**config.mk**
```make
export PLATFORM = sky130hd
export DESIGN_NAME = ssab_queue
export DESIGN_NICKNAME = d
export VERILOG_FILES = /design/src/rtl/core/ssab_pkg.sv /design/src/rtl/core/ssab_queue.sv
export SDC_FILE = /design/constraint.sdc
export NUM_CORES = 1
export LEC_CHECK = 0
export BUFFER_PORTS_ARGS = -buffer_cell sky130_fd_sc_hd__clkbuf_2
export CORE_ASPECT_RATIO = 0.9
export CORE_MARGIN = 2
export CORE_UTILIZATION = 55
export DETAILED_ROUTE_END_ITERATION = 8
export GPL_TIMING_DRIVEN = 0
export PLACE_DENSITY = 0.73
export SYNTH_ARGS = -nofsm -noshare
export SYNTH_HDL_FRONTEND = slang
export SYNTH_SLANG_ARGS = --single-unit
```
**constraint.sdc**
```tcl
create_clock -name clk_i -period 5 [get_ports clk_i]
set_input_delay 1 -clock clk_i [delete_from_list [all_inputs] [get_ports clk_i]]
set_output_delay 1 -clock clk_i [all_outputs]
set_load 0.02 [all_outputs]
```
**src/rtl/core/ssab_pkg.sv**
```systemverilog
// ----------------------------------------------------------------------------
// ssab_pkg: shared definitions of the scaled sprite alpha blitter
// Register map, fixed field widths, queue word layout and default sizes.
// ----------------------------------------------------------------------------
package ssab_pkg;

  // Default sizes for the top-level parameters.
  localparam int unsigned TexWords  = 4096;
  localparam int unsigned CoordBits = 12;

  // Fixed widths of the word fields.
  localparam int unsigned PixelW    = 12;
  localparam int unsigned TexAddrW  = 12;
  localparam int unsigned ColorW    = 32;
  localparam int unsigned AddrMaxW  = 16;

  // Queue and output buffer depths, powers of two.
  localparam int unsigned QueueDepth = 4;
  localparam int unsigned OutDepth   = 8;

  // APB address width: eight registers at 4-byte spacing.
  localparam int unsigned ApbAddrW = 5;

  // Request codes.
  localparam logic ReqWrite = 1'b0;
  localparam logic ReqBlend = 1'b1;

  localparam logic [7:0] AlphaOpaque = 8'hFF;
  localparam logic [7:0] ByteMax     = 8'd255;

  typedef enum logic [2:0] {
    RegStepX     = 3'd0,
    RegStepY     = 3'd1,
    RegOriginX   = 3'd2,
    RegOriginY   = 3'd3,
    RegSrcOrigin = 3'd4,
    RegSrcSize   = 3'd5,
    RegTexWidth  = 3'd6,
    RegTint      = 3'd7
  } cfg_idx_e;

  typedef struct packed {
    logic [23:0]        step_x;
    logic [23:0]        step_y;
    logic signed [20:0] origin_x;
    logic signed [20:0] origin_y;
    logic [23:0]        src_origin;
    logic [25:0]        src_size;
    logic [12:0]        tex_width;
    logic [31:0]        tint_argb;
  } cfg_t;

  // One classified word handed from the front end to the back end.
  typedef struct packed {
    logic                is_write;
    logic                skip;
    logic [AddrMaxW-1:0] addr;
    logic [ColorW-1:0]   data;
  } queue_entry_t;

  typedef struct packed {
    logic valid;
    logic full;
  } queue_status_t;

endpackage

```
**src/rtl/core/ssab_queue.sv**
```systemverilog
// ----------------------------------------------------------------------------
// ssab_queue: front-to-back queue
// Short FIFO of classified words between the front end and the back end.
// ----------------------------------------------------------------------------
module ssab_queue #(
  parameter int unsigned Depth = ssab_pkg::QueueDepth
) (
  input  logic                    clk_i,
  input  logic                    rst_ni,
  input  logic                    push_i,
  input  ssab_pkg::queue_entry_t  entry_i,
  input  logic                    pop_i,
  output ssab_pkg::queue_entry_t  head_o,
  output ssab_pkg::queue_status_t stat_o
);

  localparam int unsigned PtrW = $clog2(Depth);
  localparam int unsigned CntW = $clog2(Depth + 1);

  ssab_pkg::queue_entry_t mem_q [Depth];
  logic [PtrW-1:0]        wptr_q, rptr_q;
  logic [CntW-1:0]        cnt_q;

  always_ff @(posedge clk_i or negedge rst_ni) begin
    if (!rst_ni) begin
      wptr_q <= '0;
      rptr_q <= '0;
      cnt_q  <= '0;
    end else begin
      if (push_i) wptr_q <= wptr_q + 1'b1;
      if (pop_i)  rptr_q <= rptr_q + 1'b1;
      cnt_q <= cnt_q + CntW'(push_i) - CntW'(pop_i);
    end
  end

  always_ff @(posedge clk_i) begin
    if (push_i) mem_q[wptr_q] <= entry_i;
  end

  assign head_o       = mem_q[rptr_q];
  assign stat_o.valid = (cnt_q != '0);
  assign stat_o.full  = (cnt_q == CntW'(Depth));

  assert property (@(posedge clk_i) disable iff (!rst_ni) !(push_i && stat_o.full))
    else $error("queue written while full");

endmodule

```
## Word level (Yosys, flattened, before mapping)

Memories as Yosys holds them, arrays and structs flattened.
Cells that the tools add are included.

| word-level totals | value |
|---|---|
| bits in registers | 7 |
| memory bits (writable) | 200 |
| input bits | 54 |
| output and inout bits | 52 |
| word-level logic and storage cells | 12 |
| memories kept | 1 |

| cells by class | value |
|---|---|
| $add $sub $neg | 4 |
| eq/ne operators | 1 |
| mux-type cells | 2 |
| reduce and logical (&&, ||, !) cells | 1 |

Memories:

| name | words | width | read ports | clocked after memory_dff | wr ports | line | RTL |
|---|---|---|---|---|---|---|---|
| mem_q | 4 | 50 | 1 | 0 | 1 | ssab_queue.sv:20 | `ssab_pkg::queue_entry_t mem_q [Depth];` |

Operators by type and width:

| operator | number |
|---|---|
| 2-bit by 1-bit adder with 2-bit output, second input constant | 2 |
| 3-bit by 1-bit adder with 3-bit output | 1 |
| 3-bit equality test, second input constant | 1 |
| 3-bit nonzero test | 1 |
| 3-bit by 1-bit subtractor with 3-bit output | 1 |
| 1-bit two-way mux | 2 |

## Depth between registers and ports, before layout

Gate-level depths: netlist of the first run.

| logic depth | value |
|---|---|
| word-level depth | 2 |
| mapped depth | 6 |
| gate-level depth less buffers | 6 |

## Worst setup path before layout of the first run

OpenSTA, ideal clock, no wires.

| path | value |
|---|---|
| path kind | input to register |
| start point | input port push_i |
| end point | memory mem_q[0][0] in the netlist's numbering (enable) |
| library setup time | 0.413 ns |
| data arrival time | 2.194 ns |
| required time | 4.587 ns |
| setup slack | 2.393 ns |
| stages | 1 |
| path buffers | 0 |
| cells stage by stage | and2_1 |

| on the way | value |
|---|---|
| word-level cells in the longest chain between the ends | 2 |

RTL lines:

| what | line | RTL |
|---|---|---|
| from (decl) | ssab_queue.sv:10 | `input logic push_i,` |
| 1-bit two-way mux | ssab_queue.sv:37 | `if (push_i) mem_q[wptr_q] <= entry_i;` |
| 1-bit two-way mux (not written as such) | ssab_queue.sv:37 |  |
| to (decl) | ssab_queue.sv:20 |  |

No other way between the ends.

==> results of run 1 <==
-- per-layer routing --
layer	global-route usage [%]	wire, um	share of wire (%)	vias to the layer above
met4	4.32	215	1.7	0
met2	28.7	6000	48	116
met5	0	0	0	-
met3	5.59	1000	8.0	20
met1	22.5	5370	43	1785
li1	-	-	-	1529
-- synth_stat cells, drive strengths merged --
| library cell | n | area (um^2) |
|---|---|---|
| clkbuf | 1 | 3.75 |
| buf | 11 | 136 |
| and2 | 4 | 25.0 |
| or3 | 1 | 6.26 |
| nand2 | 2 | 7.51 |
| inv | 6 | 22.5 |
| and3 | 1 | 6.26 |
| edfxtp | 200 | 6010 |
| ha | 6 | 75.1 |
| o21ai | 1 | 5.00 |
| xor2 | 3 | 26.3 |
| xnor2 | 2 | 17.5 |
| dfrtp | 7 | 175 |
| mux4 | 50 | 1130 |
| fa | 1 | 20.0 |
-- registers in the layout (all words and copies together), names as in the netlist --
name and count:
cnt_q 3, wptr_q 2, rptr_q 2, mem_q 200
-- area by class of cell --
type / instances / area, um^2
fillers: 863 / 4360
flip-flops and latches: 207 / 6180
plain buffers: 12 / 140
repair buffers: 109 / 621
inverters: 6 / 22.5
well taps: 168 / 210
diodes: 1 / 2.50
clock buffers: 29 / 556
multi-input cells: 71 / 1330
clock inverters: 9 / 45.0
-- where the power goes --
group	leakage [nW]	switching [W]	total, W	internal (W)
combinational	1.00	0.00105	0.00183	0.000787
clock	0.297	0.000588	0.00137	0.000778
sequential	1.92	0.0000742	0.00235	0.00227
-- logic make-up (layout without fill, tap and decap cells) --
logic type,Yosys count,count (layout)
compound gates,1,1
xor+xnor,5,5
fa+ha+maj,7,7
buf+inv,18,165
flops,207,207
mux,50,50
other cells,0,1
simple gates,8,8
-- placed cells by master, fill, tap and decap left out --
cell type / Yosys / final
xor2_1: 3 / 3
buf_6: 1 / 1
clkbuf_1: 1 / 9
or3_1: 1 / 1
diode_2: 0 / 1
xnor2_1: 2 / 2
and3_1: 1 / 1
buf_12: 5 / 7
dfrtp_1: 7 / 7
edfxtp_1: 200 / 200
clkbuf_2: 0 / 105
ha_1: 6 / 6
mux4_1: 2 / 2
fa_1: 1 / 1
o21ai_0: 1 / 1
clkinv_1: 0 / 3
clkinv_2: 0 / 5
inv_6: 0 / 1
and2_2: 0 / 4
buf_16: 0 / 2
clkbuf_16: 0 / 21
buf_2: 5 / 5
mux4_2: 48 / 48
inv_1: 6 / 6
nand2_1: 2 / 2
-- how the worst max path moves through the flow --
stage                                from                endpoint  slack [ps]
floorplan                          push_i   mem_q[0][0]$_DFFE_PP_        2390
global placement                   push_i  mem_q[1][29]$_DFFE_PP_        1310
detailed placement                 push_i  mem_q[3][24]$_DFFE_PP_        2440
CTS                 rptr_q[1]$_DFFE_PN0P_              head_o[38]        2000
global route        rptr_q[1]$_DFFE_PN0P_              head_o[38]        1960
finish              rptr_q[1]$_DFFE_PN0P_              head_o[38]        2040
-- metrics by stage --
step / area, um^2 / power (W)
2_1_floorplan: 7670 / 0.00368
3_3_place_gp: 8400 / 0.00420
3_5_place_dp: 8500 / 0.00426
4_1_cts: 9100 / 0.00563
5_1_grt: 9100 / 0.00581
6_report: 9100 / 0.00555
==> run_results.csv, run 1 <==
group,metric,value,unit
run_status,outcome,"complete, no violations",
clock_tree,cts_sinks,207,
layout,final_util,67.6,%
critical_path,rr_startpoint,"wptr_q[0]$_DFFE_PN0P_",
critical_path,cp_top_family,"buffers and inverters",
placement,port_buffers,105,
clock_tree,cts.clk_slew.worst_paths,60,ps
pwr,power_density,609,nW/um^2
clock_tree,cts-root-buf,"clkbuf_16",
worst_hold_path,min_path_type,"in -> async",
routing,detail_route.first_pass.iterations,5,
global_route,grt_use_total,17.2,%
synth,synth.cell_area,7670,um^2
routing,wirelength,12600,um
critical_path,crit_cells,4,
routing,vias_per_cell,5.64,
critical_path,worstSetupStartpointType,"flip-flop",
critical_path,r2r_end,"mem_q[2][19]$_DFFE_PP_",
global_route,antenna_found_initial,1,
die,die_h,116,um
die,io_pins,106,
global_route,grt_pass1_wl,19400,um
synth,syn-mean-instance-area,25.9,um^2
routing,final_antenna_net_count,0,
layout,drive_gt1_share,44.9,%
timing,slew_headroom,40.2,%
synth,synth.yosys.seq_area_share,80.6,%
timing,layout_setup_ws,2040,ps
routing,wl_per_cell,20.6,um
clock_tree,hold_buffers,0,
critical_path,setup.worst_path.end_class,"primary output",
critical_path,cpMaxStageDelayCell,"mux4_2",
synth,synth_mux_area_share,14.8,%
synth,synth_top_family_by_area,"multiplexers",
layout,stdcell_count,612,
clock_tree,clockBufferDepth,3,
synth,syn-num-nets,357,
timing,fmax,0.338,GHz
clock_tree,cts_buffers,21,
timing,setup_viol,0,
global_route,overflow,0,
timing,tns,0,ps
placement,preCtsSetupSlack,2440,ps
synth,synth_cell_types,18,
placement,placedCellCount,573,
critical_path,max_stage_delay,360,ps
critical_path,crit_type,"reg -> out",
global_route,grt_max_degree,31,
synth,ys_ff_latch,207,
timing,worst_pin_slew,897,ps
synth,synth_warnings,0,
global_route,grt_pass1_vias,3735,
die,rows,40,
layout,area_growth,18.8,%
clock_tree,post_cts_buffers,0,
die,core_area,13500,um^2
timing,grt_setup_unrepaired,"false",
critical_path,critPathBufInv,3,
synth,synth_compound_area_share,0.0653,%
synth,synthCells,296,
clock_tree,cts_resized,0,
flow_run,maxCapViolCount,0,
synth,synthSimpleGateAreaFrac,0.588,%
pwr,leakage,3.22,nW
synth,synth_xor_area_share,0.571,%
placement,dp_hpwl,7680,um
die,die_w,128,um
timing,drv_slew,0,
timing,finalHoldViolations,0,
layout,nNetsFinal,489,
critical_path,crit_chain,"clkbuf_1 > buf_2 > mux4_2 > clkbuf_2",
die,dieArea,14900,um^2
clock_tree,htree_levels,1,
timing,skew,18.7,ps
critical_path,worst_ep_required_time,4000,ps
critical_path,r2r_slack,3090,ps
routing,first_iter_violations,231,
timing,fin_crit,2960,ps
synth,synth-adder-area-share,1.24,%
timing,whs,334,ps
pwr,ir_drop,303,uV
clock_tree,clk_latency,490,ps
die,initial_core_util,56.9,%
timing,period_share,59.2,%
critical_path,critPathMaxFanout,10,
clock_tree,cts_tree,"built",
critical_path,reg2reg_depth,4,
routing,vias,3450,
placement,globalplace.congestion,0.696,
routing,drcViolationCount,0,
critical_path,critPathArrivalTime,1960,ps
Note: power is estimated with default switching activity, not from simulation.
==> inputs of run 2 (changes only) <==
CORE_UTILIZATION = 51   (was 55)
PLACE_DENSITY = 0.71   (was 0.73)
clock period = 2.37 ns   (was 5 ns; I/O delays follow)
==> run 2 against run 1 <==
  * Worst hold slack worse by 130 ps
  * Sequential power is 110% higher
  * Cell count is 4.4% higher
  * Core utilization is 5.6 points lower
  * Sequential share of layout area is 0.18 points lower
  * Non-clock buffer count is 1 lower
  * Via count hardly changed
  * Cell area is 0.26% higher
  * Die area is 7.6% higher
  * Wire length is 3.0% higher
  * Largest cell class unchanged
  * Largest power group unchanged
  * Highest routed layer unchanged
==> run_results.csv, run 2 (synthesis results as in run 1) <==
group,metric,value,unit
die,initial_core_util,52.1,%
routing,drcViolationCount,0,
placement,globalplace.congestion,0.703,
layout,n_antenna_cell,0,
clock_tree,cts-root-buf,"clkbuf_16",
routing,vias_per_cell,5.40,
clock_tree,htree_levels,1,
layout,final_util,62.0,%
critical_path,worstSetupStartpointType,"flip-flop",
global_route,grt_use_total,16.7,%
layout,area_growth,19.1,%
clock_tree,cts_tree,"built",
critical_path,crit_chain,"buf_8 > buf_12 > mux4_2 > buf_2",
routing,detail_route.first_pass.iterations,4,
critical_path,critPathMaxFanout,10,
worst_hold_path,min_path_type,"in -> reg",
pwr,power_density,1280,nW/um^2
global_route,antenna_found_initial,0,
layout,drive_gt1_share,44.4,%
clock_tree,clockBufferDepth,3,
clock_tree,cts_buffers,21,
critical_path,worst_ep_required_time,1900,ps
run_status,outcome,"complete, no violations",
layout,top_register,"mem_q",
global_route,grt_pass1_wl,20000,um
timing,setup_viol,0,
layout,nNetsFinal,488,
pwr,ir_drop,938,uV
worst_hold_path,whs_path_depth,1,
clock_tree,cts.clk_slew.worst_paths,60,ps
timing,period_share,99.6,%
die,dieArea,16000,um^2
layout,final_cell_mix,"200 x edfxtp_1, 71 x clkbuf_2, 48 x mux4_2",
die,die_h,120,um
timing,tns,0,ps
timing,worst_pin_slew,795,ps
timing,slew_headroom,47.0,%
die,rows,42,
timing,grt_setup_unrepaired,"true",
clock_tree,clk_latency,480,ps
timing,fin_crit,2360,ps
placement,place_area,8510,um^2
timing,drv_slew,0,
critical_path,reg2reg_depth,4,
timing,skew,7.61,ps
timing,whs,207,ps
layout,reg_top3,"mem_q (200), cnt_q (3)",
routing,first_iter_violations,201,
placement,preCtsSetupSlack,408,ps
layout,final_area,9130,um^2
placement,dp_hpwl,7790,um
global_route,overflow,0,
flow_run,maxCapViolCount,0,
critical_path,setup.worst_path.end_class,"primary output",
critical_path,crit_type,"reg -> out",
layout,largest_register_ffs,200,
global_route,grt_pass1_vias,3663,
die,core_area,14700,um^2
timing,finalHoldViolations,0,
global_route,grt_max_degree,51,
die,io_pins,106,
routing,wirelength,13000,um
routing,final_antenna_net_count,0,
pwr,leakage,3.20,nW
layout,layout_commonest_cell,"edfxtp_1",
critical_path,cpMaxStageDelayCell,"mux4_2",
routing,vias,3448,
clock_tree,cts_sinks,207,
critical_path,max_stage_delay,540,ps
routing,wl_per_cell,20.3,um
timing,layout_setup_ws,10.2,ps
timing,fmax,0.424,GHz
critical_path,critPathArrivalTime,1890,ps
placement,port_buffers,105,
die,die_w,133,um
## run 2: power by group
part / switching, W / leakage (nW) / total [W] / internal [W]
logic: 0.00220 / 0.993 / 0.00388 / 0.00169
clock network: 0.00123 / 0.292 / 0.00285 / 0.00163
registers: 0.000180 / 1.92 / 0.00498 / 0.00480
## run 2: path summary, 6_finish.rpt
check	from	endpoint	slack, ps
worst max register to register	wptr_q[0]$_DFFE_PN0P_	mem_q[0][41]$_DFFE_PP_	600
worst min-delay path	entry_i[18]	mem_q[2][18]$_DFFE_PP_	210
max in group asynchronous	rst_ni	wptr_q[0]$_DFFE_PN0P_	1850
worst min register to register	wptr_q[0]$_DFFE_PN0P_	wptr_q[0]$_DFFE_PN0P_	540
worst max-delay path	rptr_q[0]$_DFFE_PN0P_	head_o[39]	10
min in group asynchronous	rst_ni	cnt_q[2]$_DFF_PN0_	360
## run 2: metal layers
layer | track usage, % | vias up | wire, um
li1 | - | 1514 | -
met1 | 22.8 | 1809 | 5590
met2 | 28.0 | 111 | 6430
met3 | 3.86 | 14 | 798
met4 | 3.79 | 0 | 144
met5 | 0 | - | 0
## run 2: cell type report
| cell class | count | area [um^2] |
|---|---|---|
| Sequential cell | 207 | 6180 |
| Fill cell | 1059 | 5590 |
| Multi-Input combinational cell | 71 | 1330 |
| Timing Repair Buffer | 109 | 602 |
| Clock buffer | 27 | 548 |
| Tap cell | 198 | 248 |
| Buffer | 11 | 153 |
| Clock inverter | 10 | 46.3 |
| Inverter | 6 | 22.5 |
## run 2: worst max-delay path: cells and delay by family (launching register included)
kind	cells	cell delay, ps
DFF	1	360
buffers and inverters	3	510
muxes	1	540
## run 2: timing repair
action / CTS / global route
endpoints found under the hold margin: 7 / 0
setup endpoints to repair: 49 / 46
setup buffers: 0 / 0
hold buffers: 1 / 0
gates resized for setup: 6 / 36
## run 2: per-stage QoR
step	instances	power [W]
finish	639	0.0117
global route	639	0.0123
CTS	639	0.0119
detailed placement	602	0.00897
global placement	599	0.00887
floorplan	296	0.00775
==> inputs of run 3 (changes only) <==
CORE_ASPECT_RATIO = 1.25   (was 0.9)
clock period = 2.1 ns   (was 2.37 ns; I/O delays follow)
==> run 3 against run 2 <==
  * The flow now finishes with violations (negative setup slack)
  * Clock-buffer cell count grew 2
  * Critical endpoint is now head_o[23]
  * Die area is essentially flat
  * Cell area grew 1.5%
  * Wire length shrank 1.1%
  * Highest routed layer unchanged
  * Largest power group unchanged
  * Worst setup slack lost 210 ps
==> run_results.csv, run 3 (synthesis results as in run 1) <==
group,metric,value,unit
clock_tree,cts-root-buf,"clkbuf_16",
routing,wl_per_cell,20.5,um
critical_path,critPathMaxFanout,10,
layout,area_growth,20.8,%
die,io_pins,106,
critical_path,critPathArrivalTime,1880,ps
run_status,violations,"negative setup slack",
global_route,grt_busiest_layer,"met2",
timing,worst_pin_slew,852,ps
clock_tree,clk_latency,480,ps
critical_path,worstSetupStartpointType,"flip-flop",
timing,tns,-8030,ps
layout,layout_commonest_cell,"edfxtp_1",
routing,drcViolationCount,0,
clock_tree,clockBufferDepth,3,
routing,detail_route.first_pass.iterations,4,
worst_hold_path,min_path_type,"in -> reg",
placement,place_area,8450,um^2
timing,fmax,0.435,GHz
global_route,antenna_found_initial,0,
critical_path,rr_startpoint,"wptr_q[0]$_DFFE_PN0P_",
placement,port_buffers,105,
placement,globalplace.congestion,0.716,
layout,final_cell_mix,"200 x edfxtp_1, 63 x clkbuf_2, 50 x mux4_2",
timing,grt_setup_unrepaired,"true",
placement,dp_hpwl,7610,um
clock_tree,cts_buffers,20,
timing,period_share,109,%
critical_path,r2r_end,"mem_q[2][15]$_DFFE_PP_",
global_route,use_met2,28.9,%
clock_tree,cts_tree,"built",
layout,nNetsFinal,489,
die,die_w,114,um
layout,largest_register_ffs,200,
global_route,grt_pass1_vias,3812,
layout,reg_top3,"mem_q (200), cnt_q (3)",
layout,n_antenna_cell,0,
pwr,ir_drop,787,uV
critical_path,reg2reg_depth,4,
worst_hold_path,whs_endpoint,"mem_q[1][26]$_DFFE_PP_",
layout,final_util,62.5,%
die,die_h,141,um
die,initial_core_util,51.7,%
layout,drive_gt1_share,45.9,%
timing,setup_viol,50,
critical_path,r2r_slack,150,ps
layout,final_area,9260,um^2
worst_hold_path,worstHoldStart,"entry_i[26]",
critical_path,crit_type,"reg -> out",
critical_path,worst_ep_required_time,1680,ps
global_route,grt_use_total,16.2,%
global_route,met1_usage,19.8,%
run_status,outcome,"finished, violations left",
global_route,grt_max_degree,51,
layout,top_register,"mem_q",
pwr,total_power,0.0138,W
clock_tree,cts.clk_slew.worst_paths,60,ps
global_route,grt_use_met3,3.10,%
die,core_area,14800,um^2
routing,wirelength,12800,um
routing,first_iter_violations,217,
die,dieArea,16000,um^2
global_route,overflow,0,
timing,finalHoldViolations,0,
timing,fin_crit,2300,ps
routing,final_antenna_net_count,0,
layout,stdcell_count,624,
timing,skew,8.29,ps
pwr,leakage,3.26,nW
routing,vias_per_cell,5.43,
timing,layout_setup_ws,-199,ps
routing,vias,3390,
critical_path,setup.worst_path.end_class,"primary output",
clock_tree,cts_sinks,207,
flow_run,maxCapViolCount,0,
pwr,power_density,1490,nW/um^2
clock_tree,htree_levels,1,
die,rows,50,
timing,drv_slew,0,
worst_hold_path,whs_path_depth,1,
placement,placedCellCount,584,
global_route,grt_pass1_wl,19800,um
timing,slew_headroom,43.2,%
==> run 3: stage by stage <==
stage / setup slack (ps) / hold WS, ps
finish: -199 / 154
detailed placement: -115 / 270
CTS: -229 / 136
global route: -264 / 143
global placement: -77.7 / 259
floorplan: 412 / 124
==> run 3: critical path, cell delays in order, from the launching register on <==
cell and delay [ps]:
dfrtp_1 370, buf_12 160, buf_12 160, mux4_2 520
clkbuf_2 180
==> run 3: how the worst max path moves through the flow <==
stage	start	end	slack [ps]	cells after the start
after floorplan	wptr_q[0]$_DFFE_PN0P_	mem_q[0][0]$_DFFE_PP_	410	3
after global placement	wptr_q[0]$_DFFE_PN0P_	mem_q[2][26]$_DFFE_PP_	-80	3
after detailed placement	push_i	mem_q[1][22]$_DFFE_PP_	-110	2
after CTS	rptr_q[0]$_DFFE_PN0P_	head_o[23]	-230	4
after global routing	rptr_q[0]$_DFFE_PN0P_	head_o[23]	-260	4
final	rptr_q[0]$_DFFE_PN0P_	head_o[23]	-200	4
==> run 3: repair_timing <==
action                                  CTS  global route
buffers inserted                          3             0
resized for setup                        16            70
endpoints found under the setup margin  150            50
gates cloned                              0             1
endpoints found under the hold margin     7             0
hold buffers                              1             0
==> run 3: cell type report <==
type / instances / area (um^2)
Clock buffer: 29 / 576
Fill cell: 1031 / 5560
Clock inverter: 7 / 60.1
Tap cell: 182 / 228
Inverter: 6 / 22.5
Sequential cell: 207 / 6180
Multi-Input combinational cell: 71 / 1320
Timing Repair Buffer: 111 / 714
Buffer: 11 / 158
==> run 3: metal layers <==
metal,vias up,wire [um]
met3,28,631
met1,1750,5100
met5,-,0
met4,0,337
met2,96,6750
li1,1516,-
==> run 3: report_power, final <==
part	internal, W	switching, W	total (W)
logic	0.00221	0.00252	0.00473
clock network	0.00203	0.00139	0.00342
registers	0.00542	0.000201	0.00562
